[config.mk]
export PLATFORM = sky130hd
export DESIGN_NAME = log_record_crc_validator_top
export DESIGN_NICKNAME = d
export VERILOG_FILES = /design/src/hw/rtl/lrcv_pkg.sv /design/src/hw/rtl/lrcv_front.sv /design/src/hw/rtl/lrcv_fifo.sv /design/src/hw/rtl/lrcv_back.sv /design/src/hw/rtl/log_record_crc_validator_top.sv
export SDC_FILE = /design/constraint.sdc
export NUM_CORES = 1
export LEC_CHECK = 0
export BUFFER_PORTS_ARGS = -buffer_cell sky130_fd_sc_hd__buf_2
export CAP_MARGIN = 10
export CORE_UTILIZATION = 62
export CTS_CLUSTER_SIZE = 20
export DETAILED_ROUTE_END_ITERATION = 8
export GPL_TIMING_DRIVEN = 0
export PLACE_DENSITY = 0.88
export SLEW_MARGIN = 20
export SYNTH_ARGS = -nofsm -noshare
export SYNTH_HDL_FRONTEND = slang
export SYNTH_SLANG_ARGS = --single-unit
[constraint.sdc]
create_clock -name clk_i -period 11.7 [get_ports clk_i]
set_input_delay 0.585 -clock clk_i [delete_from_list [all_inputs] [get_ports clk_i]]
set_output_delay 0.585 -clock clk_i [all_outputs]
set_load 0.02 [all_outputs]
[src/hw/rtl/lrcv_pkg.sv]
// ----------------------------------------------------------------------------
// lrcv_pkg
// Types, constants and CRC/float helpers for the record CRC validator.
// ----------------------------------------------------------------------------
`default_nettype none
package lrcv_pkg;

  localparam int unsigned CfgIdxW = 3;
  localparam int unsigned CfgDataW = 32;

  typedef enum logic [CfgIdxW-1:0] {
    CFG_RECORD_MAGIC = 3'd0,
    CFG_HIBERNATE    = 3'd1,
    CFG_BATT_MIN     = 3'd2,
    CFG_BATT_MAX     = 3'd3,
    CFG_CHARGE_LIMIT = 3'd4
  } cfg_idx_e;

  typedef enum logic [2:0] {
    FAIL_NONE    = 3'd0,
    FAIL_MAGIC   = 3'd1,
    FAIL_CRC     = 3'd2,
    FAIL_BATTERY = 3'd3,
    FAIL_CHARGE  = 3'd4
  } fail_e;

  typedef enum logic [1:0] {
    BOOT_COLD      = 2'd0,
    BOOT_CORRUPT   = 2'd1,
    BOOT_HIBERNATE = 2'd2
  } boot_e;

  localparam logic        CMD_CHECK       = 1'b1;
  localparam logic [31:0] CRC_POLY        = 32'hEDB88320;
  localparam logic [31:0] CRC_ALL_ONES    = 32'hFFFFFFFF;
  localparam logic [31:0] RESET_MAGIC     = 32'hEA51C0DE;
  localparam logic [31:0] RESET_BATT_MIN  = 32'h40A00000;
  localparam logic [31:0] RESET_BATT_MAX  = 32'h41100000;
  localparam logic [7:0]  RESET_CHARGE    = 8'd100;
  localparam logic [15:0] BUILD_RESERVED  = 16'hFFFF;

  typedef struct packed {
    logic        command;
    logic [31:0] magic_word;
    logic [7:0]  state_code;
    logic [7:0]  charge_percent;
    logic [15:0] reserved_bytes;
    logic [31:0] battery_bits;
    logic [31:0] solar_bits;
    logic [31:0] stored_crc;
  } in_item_t;

  typedef struct packed {
    logic [31:0] computed_crc;
    logic        record_valid;
    logic [2:0]  failure;
    logic [1:0]  boot_reason;
    logic        erase_request;
  } out_item_t;

  typedef struct packed {
    logic [31:0] record_magic;
    logic [7:0]  hibernate_code;
    logic [31:0] battery_min_bits;
    logic [31:0] battery_max_bits;
    logic [7:0]  charge_limit;
  } cfg_t;

  // classified record passed from front to back
  typedef struct packed {
    logic        check;
    logic [31:0] crc;
    logic [31:0] stored_crc;
    logic        magic_ok;
    logic        batt_ok;
    logic        charge_ok;
    logic        hibernate;
  } entry_t;

  function automatic logic [31:0] crc_word(input logic [31:0] crc_in,
                                           input logic [31:0] word);
    logic [31:0] c;
    c = crc_in ^ word;
    for (int b = 0; b < 32; b++) begin
      c = (c >> 1) ^ (c[0] ? CRC_POLY : 32'd0);
    end
    return c;
  endfunction

  // a < b as IEEE single; false if either is NaN
  function automatic logic fp_lt(input logic [31:0] a, input logic [31:0] b);
    logic a_nan, b_nan, a_zero, b_zero, res;
    a_nan  = (a[30:23] == 8'hFF) && (a[22:0] != 23'd0);
    b_nan  = (b[30:23] == 8'hFF) && (b[22:0] != 23'd0);
    a_zero = (a[30:0] == 31'd0);
    b_zero = (b[30:0] == 31'd0);
    if (a_nan || b_nan || (a_zero && b_zero)) begin
      res = 1'b0;
    end else if (a[31] != b[31]) begin
      res = a[31];
    end else if (a[31]) begin
      res = a[30:0] > b[30:0];
    end else begin
      res = a[30:0] < b[30:0];
    end
    return res;
  endfunction

endpackage
`default_nettype wire

[src/hw/rtl/lrcv_front.sv]
// ----------------------------------------------------------------------------
// lrcv_front
// Accepts records, seals or checks them, computes CRC and range tests.
// ----------------------------------------------------------------------------
`default_nettype none
module lrcv_front (
  input  wire logic             clk_i,
  input  wire logic             rst_ni,
  input  wire lrcv_pkg::cfg_t   cfg_i,
  input  wire logic             in_valid_i,
  output logic                  in_ready_o,
  input  wire lrcv_pkg::in_item_t in_data_i,
  output logic                  ent_valid_o,
  input  wire logic             ent_ready_i,
  output lrcv_pkg::entry_t      ent_o
);
  import lrcv_pkg::*;

  logic        valid_q;
  entry_t      ent_q, ent_d;
  logic [31:0] magic, w1, c;
  logic [15:0] rsv;
  logic        chk;

  assign in_ready_o  = !valid_q || ent_ready_i;
  assign ent_valid_o = valid_q;
  assign ent_o       = ent_q;

  always_comb begin
    chk   = (in_data_i.command == CMD_CHECK);
    magic = chk ? in_data_i.magic_word : cfg_i.record_magic;
    rsv   = chk ? in_data_i.reserved_bytes : BUILD_RESERVED;
    w1    = {rsv, in_data_i.charge_percent, in_data_i.state_code};
    c = crc_word(CRC_ALL_ONES, magic);
    c = crc_word(c, w1);
    c = crc_word(c, in_data_i.battery_bits);
    c = crc_word(c, in_data_i.solar_bits);
    ent_d.check      = chk;
    ent_d.crc        = c ^ CRC_ALL_ONES;
    ent_d.stored_crc = in_data_i.stored_crc;
    ent_d.magic_ok   = (magic == cfg_i.record_magic);
    ent_d.batt_ok    = !(fp_lt(in_data_i.battery_bits, cfg_i.battery_min_bits) ||
                         fp_lt(cfg_i.battery_max_bits, in_data_i.battery_bits));
    ent_d.charge_ok  = (in_data_i.charge_percent <= cfg_i.charge_limit);
    ent_d.hibernate  = (in_data_i.state_code == cfg_i.hibernate_code);
  end

  always_ff @(posedge clk_i or negedge rst_ni) begin
    if (!rst_ni) begin
      valid_q <= 1'b0;
    end else if (in_ready_o) begin
      valid_q <= in_valid_i;
    end
  end

  always_ff @(posedge clk_i) begin
    if (in_ready_o && in_valid_i) begin
      ent_q <= ent_d;
    end
  end
endmodule
`default_nettype wire

[src/hw/rtl/lrcv_fifo.sv]
// ----------------------------------------------------------------------------
// lrcv_fifo
// Short queue between front and back.
// ----------------------------------------------------------------------------
`default_nettype none
module lrcv_fifo #(
  parameter int unsigned Depth = 2
) (
  input  wire logic            clk_i,
  input  wire logic            rst_ni,
  input  wire logic            wr_valid_i,
  output logic                 wr_ready_o,
  input  wire lrcv_pkg::entry_t wr_data_i,
  output logic                 rd_valid_o,
  input  wire logic            rd_ready_i,
  output lrcv_pkg::entry_t     rd_data_o
);
  import lrcv_pkg::*;

  localparam int unsigned PtrW = (Depth > 1) ? $clog2(Depth) : 1;

  entry_t                 mem_q [Depth];
  logic [PtrW-1:0]        wptr_q, rptr_q;
  logic [$clog2(Depth+1)-1:0] cnt_q;
  logic                   push, pop;

  assign wr_ready_o = (cnt_q != Depth[$clog2(Depth+1)-1:0]);
  assign rd_valid_o = (cnt_q != '0);
  assign rd_data_o  = mem_q[rptr_q];
  assign push       = wr_valid_i && wr_ready_o;
  assign pop        = rd_valid_o && rd_ready_i;

  always_ff @(posedge clk_i or negedge rst_ni) begin
    if (!rst_ni) begin
      wptr_q <= '0;
      rptr_q <= '0;
      cnt_q  <= '0;
    end else begin
      if (push) begin
        wptr_q <= (wptr_q == PtrW'(Depth - 1)) ? '0 : wptr_q + 1'b1;
      end
      if (pop) begin
        rptr_q <= (rptr_q == PtrW'(Depth - 1)) ? '0 : rptr_q + 1'b1;
      end
      cnt_q <= cnt_q + {{($clog2(Depth+1)-1){1'b0}}, push}
                     - {{($clog2(Depth+1)-1){1'b0}}, pop};
    end
  end

  always_ff @(posedge clk_i) begin
    if (push) begin
      mem_q[wptr_q] <= wr_data_i;
    end
  end
endmodule
`default_nettype wire

[src/hw/rtl/lrcv_back.sv]
// ----------------------------------------------------------------------------
// lrcv_back
// Resolves the first failure and drives the registered result.
// ----------------------------------------------------------------------------
`default_nettype none
module lrcv_back (
  input  wire logic             clk_i,
  input  wire logic             rst_ni,
  input  wire logic             ent_valid_i,
  output logic                  ent_ready_o,
  input  wire lrcv_pkg::entry_t ent_i,
  output logic                  out_valid_o,
  input  wire logic             out_ready_i,
  output lrcv_pkg::out_item_t   out_data_o
);
  import lrcv_pkg::*;

  logic      valid_q;
  out_item_t res_q, res_d;
  fail_e     fail;

  assign ent_ready_o = !valid_q || out_ready_i;
  assign out_valid_o = valid_q;
  assign out_data_o  = res_q;

  always_comb begin
    if (!ent_i.magic_ok) begin
      fail = FAIL_MAGIC;
    end else if (ent_i.stored_crc != ent_i.crc) begin
      fail = FAIL_CRC;
    end else if (!ent_i.batt_ok) begin
      fail = FAIL_BATTERY;
    end else if (!ent_i.charge_ok) begin
      fail = FAIL_CHARGE;
    end else begin
      fail = FAIL_NONE;
    end
    res_d.computed_crc  = ent_i.crc;
    res_d.record_valid  = 1'b1;
    res_d.failure       = FAIL_NONE;
    res_d.boot_reason   = BOOT_COLD;
    res_d.erase_request = 1'b0;
    if (ent_i.check) begin
      res_d.failure = fail;
      if (fail != FAIL_NONE) begin
        res_d.record_valid = 1'b0;
        res_d.boot_reason  = ent_i.magic_ok ? BOOT_CORRUPT : BOOT_COLD;
      end else begin
        res_d.boot_reason   = ent_i.hibernate ? BOOT_HIBERNATE : BOOT_COLD;
        res_d.erase_request = 1'b1;
      end
    end
  end

  always_ff @(posedge clk_i or negedge rst_ni) begin
    if (!rst_ni) begin
      valid_q <= 1'b0;
    end else if (ent_ready_o) begin
      valid_q <= ent_valid_i;
    end
  end

  always_ff @(posedge clk_i) begin
    if (ent_ready_o && ent_valid_i) begin
      res_q <= res_d;
    end
  end
endmodule
`default_nettype wire

[src/hw/rtl/log_record_crc_validator_top.sv]
// ----------------------------------------------------------------------------
// log_record_crc_validator_top
// Seals or checks a CRC-32 protected saved-state record.
// ----------------------------------------------------------------------------
// With an empty queue, a result passes the front register, the queue and the result register.
// Throughput: one record per cycle while out_ready_i is not held low; CRC is a combinational XOR network.
// Reset clears the pipeline and queue and loads register defaults.
`default_nettype none
module log_record_crc_validator_top #(
  parameter int unsigned QueueDepth = 2
) (
  input  wire logic                  clk_i,
  input  wire logic                  rst_ni,
  input  wire logic                  cfg_we_i,
  input  wire logic [2:0]            cfg_idx_i,
  input  wire logic [31:0]           cfg_data_i,
  input  wire logic                  in_valid_i,
  output logic                       in_ready_o,
  input  wire lrcv_pkg::in_item_t    in_data_i,
  output logic                       out_valid_o,
  input  wire logic                  out_ready_i,
  output lrcv_pkg::out_item_t        out_data_o
);
  import lrcv_pkg::*;

  cfg_t   cfg_q;
  entry_t f_ent, q_ent;
  logic   f_valid, f_ready, q_valid, q_ready;

  always_ff @(posedge clk_i or negedge rst_ni) begin
    if (!rst_ni) begin
      cfg_q.record_magic     <= RESET_MAGIC;
      cfg_q.hibernate_code   <= 8'd0;
      cfg_q.battery_min_bits <= RESET_BATT_MIN;
      cfg_q.battery_max_bits <= RESET_BATT_MAX;
      cfg_q.charge_limit     <= RESET_CHARGE;
    end else if (cfg_we_i) begin
      case (cfg_idx_e'(cfg_idx_i))
        CFG_RECORD_MAGIC: cfg_q.record_magic     <= cfg_data_i;
        CFG_HIBERNATE:    cfg_q.hibernate_code   <= cfg_data_i[7:0];
        CFG_BATT_MIN:     cfg_q.battery_min_bits <= cfg_data_i;
        CFG_BATT_MAX:     cfg_q.battery_max_bits <= cfg_data_i;
        CFG_CHARGE_LIMIT: cfg_q.charge_limit     <= cfg_data_i[7:0];
        default: ;
      endcase
    end
  end

  lrcv_front u_front (
    .clk_i, .rst_ni, .cfg_i(cfg_q),
    .in_valid_i, .in_ready_o, .in_data_i,
    .ent_valid_o(f_valid), .ent_ready_i(f_ready), .ent_o(f_ent)
  );

  lrcv_fifo #(.Depth(QueueDepth)) u_fifo (
    .clk_i, .rst_ni,
    .wr_valid_i(f_valid), .wr_ready_o(f_ready), .wr_data_i(f_ent),
    .rd_valid_o(q_valid), .rd_ready_i(q_ready), .rd_data_o(q_ent)
  );

  lrcv_back u_back (
    .clk_i, .rst_ni,
    .ent_valid_i(q_valid), .ent_ready_o(q_ready), .ent_i(q_ent),
    .out_valid_o, .out_ready_i, .out_data_o
  );
endmodule
`default_nettype wire

# After elaboration in Yosys (flattened, before gate mapping)
# Memory sizes are Yosys's and may differ from the RTL's.
# Cells that the tools add are included.
classes:
  add_sub_neg: 4
  n_eq_ne: 13
  n_bitwise: 133
  muxes: 148
  reduce_logical: 32
  n_lt_le_gt_ge: 5
ops:
  columns: ["cell", "count"]
  rows:
  - ["32-bit two-way mux", 129]
  - ["31-bit by 32-bit XOR with 32-bit output", 128]
  - ["32-bit XOR", 3]
  - ["31-bit zero test", 3]
  - ["23-bit nonzero test", 3]
  - ["32-bit NOT", 2]
  - ["31-bit greater-than comparator", 2]
  - ["31-bit less-than comparator", 2]
  - ["32-bit == test", 1]
  - ["32-bit inequality test", 1]
  - ["8-bit == test, second input constant", 3]
  - ["16-bit two-way mux", 1]
  - ["1-bit two-way mux", 12]
  - ["3-bit two-way mux", 4]
  - ["2-bit AND reduction", 5]
  - ["8-bit == test", 1]
  - ["8-bit <= comparator", 1]
  - ["1-bit logical AND", 8]
  - ["1-bit logical OR", 7]
  - ["3-bit by 2-bit == test with 1-bit output, second input constant", 2]
  - ["2-bit two-way mux", 2]
  - ["3-bit by 1-bit == test with 1-bit output, second input constant", 1]
  - ["3-bit == test, second input constant", 1]
  - ["1-bit zero test", 3]
  - ["8 further kinds", 10]
totals:
  wordCells: 358
  memories: 1
  output_inout_bits: 41
  in_bits: 201
  ram_bits: 138
  reg_bits: 226
mem_list:
  columns: ["memory", "words", "width", "read_ports", "rd_ports_with_merged_regs", "wr", "line_no", "source"]
  rows:
  - ["u_fifo.mem_q", 2, 69, 1, 0, 1, "lrcv_fifo.sv:22", "entry_t mem_q [Depth];"]

# Depth between registers and ports, before layout
depth:
  ltp_word: 262
  ltp_mapped: 30
  ltp_nobuf: 24

# By module
# A second synthesis with hierarchy kept.
unflattened:
  cells_unflattened: 2241
  hier_area_um2: 32677.6
modules_own_cells:
  columns: ["module", "area_each_um2", "seq_area_each_um2", "instances", "cells_per_inst"]
  rows:
  - ["lrcv_front", 21473.1, 2097.0, 1, 1662]
  - ["lrcv_fifo", 5223.8, 4244.1, 1, 237]
  - ["log_record_crc_validator_top", 4255.3, 2834.0, 1, 241]
  - ["lrcv_back", 1725.4, 1196.1, 1, 101]

# Worst setup path after synthesis
# Ideal clock, no wire load.
synth_path:
  path_kind: "input port to flip-flop"
  startpoint: "input in_data_i[128] in the netlist's numbering"
  endpoint: "register u_front.ent_q (netlist bit u_front.ent_o[59]) (data pin)"
  setup_ns: 0.269
  required_time_ns: 11.431
  arrival_time_ns: 10.795
  slack_ns: 0.635
  path_buffers: 1
  stages: 25
  cell_sequence: "buf_4 -> xnor3_1 -> mux2_4 -> xnor3_2 -> xnor2_2 -> xor3_2 -> xnor3_2 -> xor3_4 -> xnor2_4 -> xor2_2 -> xnor3_1 -> xnor2_2 -> xnor3_1 -> xor2_2 -> xor3_1 -> xnor2_4 -> xor3_1 -> xnor3_2 -> xor3_2 -> xnor2_2 -> xnor3_2 -> xor3_2 -> xnor3_2 -> xnor2_4 -> xor3_1"
synth_lines:
  columns: ["item", "line_no", "source"]
  rows:
  - ["from (decl)", "log_record_crc_validator_top.sv:19", "input wire lrcv_pkg::in_item_t in_data_i,"]
  - ["to (signal assigned)", "lrcv_front.sv:58", "ent_q <= ent_d;"]
  - ["to (decl)", "lrcv_front.sv:20", "entry_t ent_q, ent_d;"]

==> flow_summary.yaml <==
yosys:
  ys_types: 55
  yosys-top-cells-area: "xnor3_1 24%, edfxtp_1 23%, xnor2_1 13%"
  synth_flop_cell: "edfxtp_1"
  ys_ff_latch: 364
  yosysTopAreaCell: "xnor3_1"
  netlist_area_um2: 32020
  synth_common_cells: "486 x xnor2_1, 345 x xnor3_1, 246 x edfxtp_1, 192 x xor2_1, 110 x mux2_2"
  yosys_warnings: 0
  ys_seq_area_frac: 0.3239
  syn_nets: 2484
  yosysMostFrequentCell: "xnor2_1"
  async_reset_ff_frac: 0.3242
  syn_inst: 2211
  synth_edf_count: 246
  avgSynthCellArea_um2: 14.48
  synth_top_cell_area_share: 0.2427
sta:
  setup_slack_ps: -22.26
  fin_skew_ps: 22.25
  hold_violations: 0
  layout_min_cycle_time_ps: 11720
  worst_slew_pin_slew_ps: 1079
  min_period_over_period: 1.002
  relSlewSlack: 0.2809
  tns_ps: -22.26
  fmax_mhz: 85.31
  drv_slew: 0
  setup_viol: 1
clock_tree:
  clockRootBuffer: "clkbuf_16"
  cts_tree: "done"
  cts_max_path_buffers: 3
  cts_buffers: 38
  cts_sinks: 364
  h-tree-depth: 2
  insertion_delay_ps: 560
  clk_pin_slew_ps: 60
setup_path:
  crit_type: "reg -> reg"
  r2r_start: "cfg_q[83]"
  r2r-end: "u_front.ent_o[54]"
  worst-path-max-fanout: 10
  cp.arrival_ps: 12000
  crit_buf_inv: 5
  end_kind: "flop"
  required_ps: 11980
  startpoint_type: "flop"
  r2r_slack_ps: -20
  r2r_cells: 29
  crit_path_max_incr_delay_ps: 630
  critPathTopFamily: "XOR/XNOR gates"
  slowest_stage: "xnor3_2"
layout:
  nets: 2834
  seqCellArea_um2: 10370
  multi_input_area_um2: 22180
  finalNonFillerCells: 3275
  drive_gt1_frac: 0.2938
  synthToLayoutAreaGrowth_pct: 16.25
  fill_cells: 2946
placement:
  io_buffers: 233
  place.detailed.hpwl_um: 67040
  post-place-cells: 3125
  place.gp.congestion: 1.017
die:
  io_pins: 242
  rows: 82
  core_um2: 50580
  die_h_um: 229.3
  start_util: 0.6330
  fp.dieW_um: 229.3
  die_area_um2: 52560
status:
  violations: "setup timing"
  outcome: "finished with violations"
route:
  viasPerCell: 5.986
  dr_wl_met2_um: 42730
  ant_nets: 0
  dr_wl_met3_um: 6880
  top_layer_used: "met5"
  vias: 19600
  wl_per_cell_um: 26.84
  wl_met1_um: 34300
  first_pass_iters: 5
  drcViolationCount: 0
  drt-initial-drc-count: 1706
  drt_wl_total_um: 87910
hold_path:
  hold_end: "u_front.ent_o[23]"
  min-delay-start: "in_data_i[19]"
  hold_depth: 1
  min_path_type: "in -> reg"
grt:
  grt_pass1_wl_um: 127200
  antenna_found_initial: 18
  grt_max_degree: 89
  grt_usage: 0.3310
  grt_pass1_vias: 19940
  grt-ovfl-total: 0
run:
  max-cap-violations: 0
[cells in the final DEF, fill, tap and decap left out, drive strengths merged, types with 16 or more instances in the layout]
| cell type | instances |
|---|---|
| xnor2 | 526 |
| xnor3 | 364 |
| buf | 338 |
| edfxtp | 246 |
| xor2 | 210 |
| mux2 | 111 |
| dfrtp | 93 |
| inv | 78 |
| clkbuf | 74 |
| ha | 72 |
| mux2i | 72 |
| o21ai | 60 |
| xor3 | 51 |
| nand2 | 48 |
| nor4 | 40 |
| nand4 | 30 |
| nor2b | 26 |
| dfstp | 25 |
| a21oi | 24 |
| nand2b | 17 |
| nor2 | 16 |
[worst max path at each step]
stage                         startpoint                 to  cells past startpoint
after CTS                      cfg_q[81]  u_front.ent_o[59]                     27
final                          cfg_q[83]  u_front.ent_o[54]                     29
after global placement    in_data_i[160]  u_front.ent_o[40]                     28
after detailed placement  in_data_i[160]  u_front.ent_o[40]                     28
after floorplan           in_data_i[128]  u_front.ent_o[59]                     25
after global routing           cfg_q[80]  u_front.ent_o[54]                     29
[registers in the layout (all words and copies together), names as in the netlist]
register             flops
u_fifo.rptr_q            1
u_back.out_valid_o       1
u_fifo.cnt_q             2
u_front.ent_o           69
u_fifo.wptr_q            1
u_front.ent_valid_o      1
u_back.out_data_o       39
cfg_q                  112
u_fifo.mem_q           138
[final cells by class]
cell class              instances  share of cell area
clock inverters                23            0.008336
inverters                      76            0.007664
well taps                     672             0.02259
diodes                         13           0.0008740
multi-input cells            1714              0.5958
repair buffers                310             0.05120
clock buffers                  46             0.02662
flip-flops and latches        364              0.2786
plain buffers                  57            0.008269
[per-stage QoR]
step	cell area (µm²)	hold slack [ps]	setup WS (ps)	utilization
after global placement	34030	423.2	-1502	0.6727
final	37220	198.9	-22.26	0.7359
after global routing	37210	186.1	-92.46	0.7356
after floorplan	32020	289.4	635.4	-
after detailed placement	34260	429.6	-1487	0.6773
after CTS	36450	181.2	12.16	0.7206
[worst reg2reg max path: cells and delay by family, from the launching register on]
kind / cells / cell delay (ps)
buffers and inverters: 5 / 900
XOR/XNOR: 23 / 9740
flip-flops: 1 / 540
multiplexers: 1 / 270
[kinds of logic (layout without fill, tap and decap cells)]
| group | after synthesis | in the layout | share of synthesized area |
|---|---|---|---|
| fa+ha+maj | 72 | 72 | 0.02813 |
| xor+xnor | 1151 | 1151 | 0.5133 |
| mux | 183 | 183 | 0.06346 |
| compound gates | 105 | 105 | 0.01841 |
| other cells | 0 | 13 | 0 |
| flops | 364 | 364 | 0.3239 |
| buf+inv | 133 | 512 | 0.01817 |
| simple gates | 203 | 203 | 0.03462 |
[per-layer routing]
| metal | track usage | vias to the layer above |
|---|---|---|
| met3 | 0.05291 | 224 |
| met5 | 0 | - |
| met1 | 0.4432 | 9874 |
| li1 | - | 8536 |
| met4 | 0.1260 | 8 |
| met2 | 0.5464 | 961 |
[repair_timing]
item                       in CTS  in global routing
pin swaps                      13                 21
setup buffers                  28                 39
setup endpoints to repair      32                 26
hold endpoints to repair       21                  0
resized for setup             104                 76
hold buffers                    1                  0
Power is left out: the tool's default activity adds up to more than one toggle a clock period on the data nets, which glitch-free logic cannot reach.
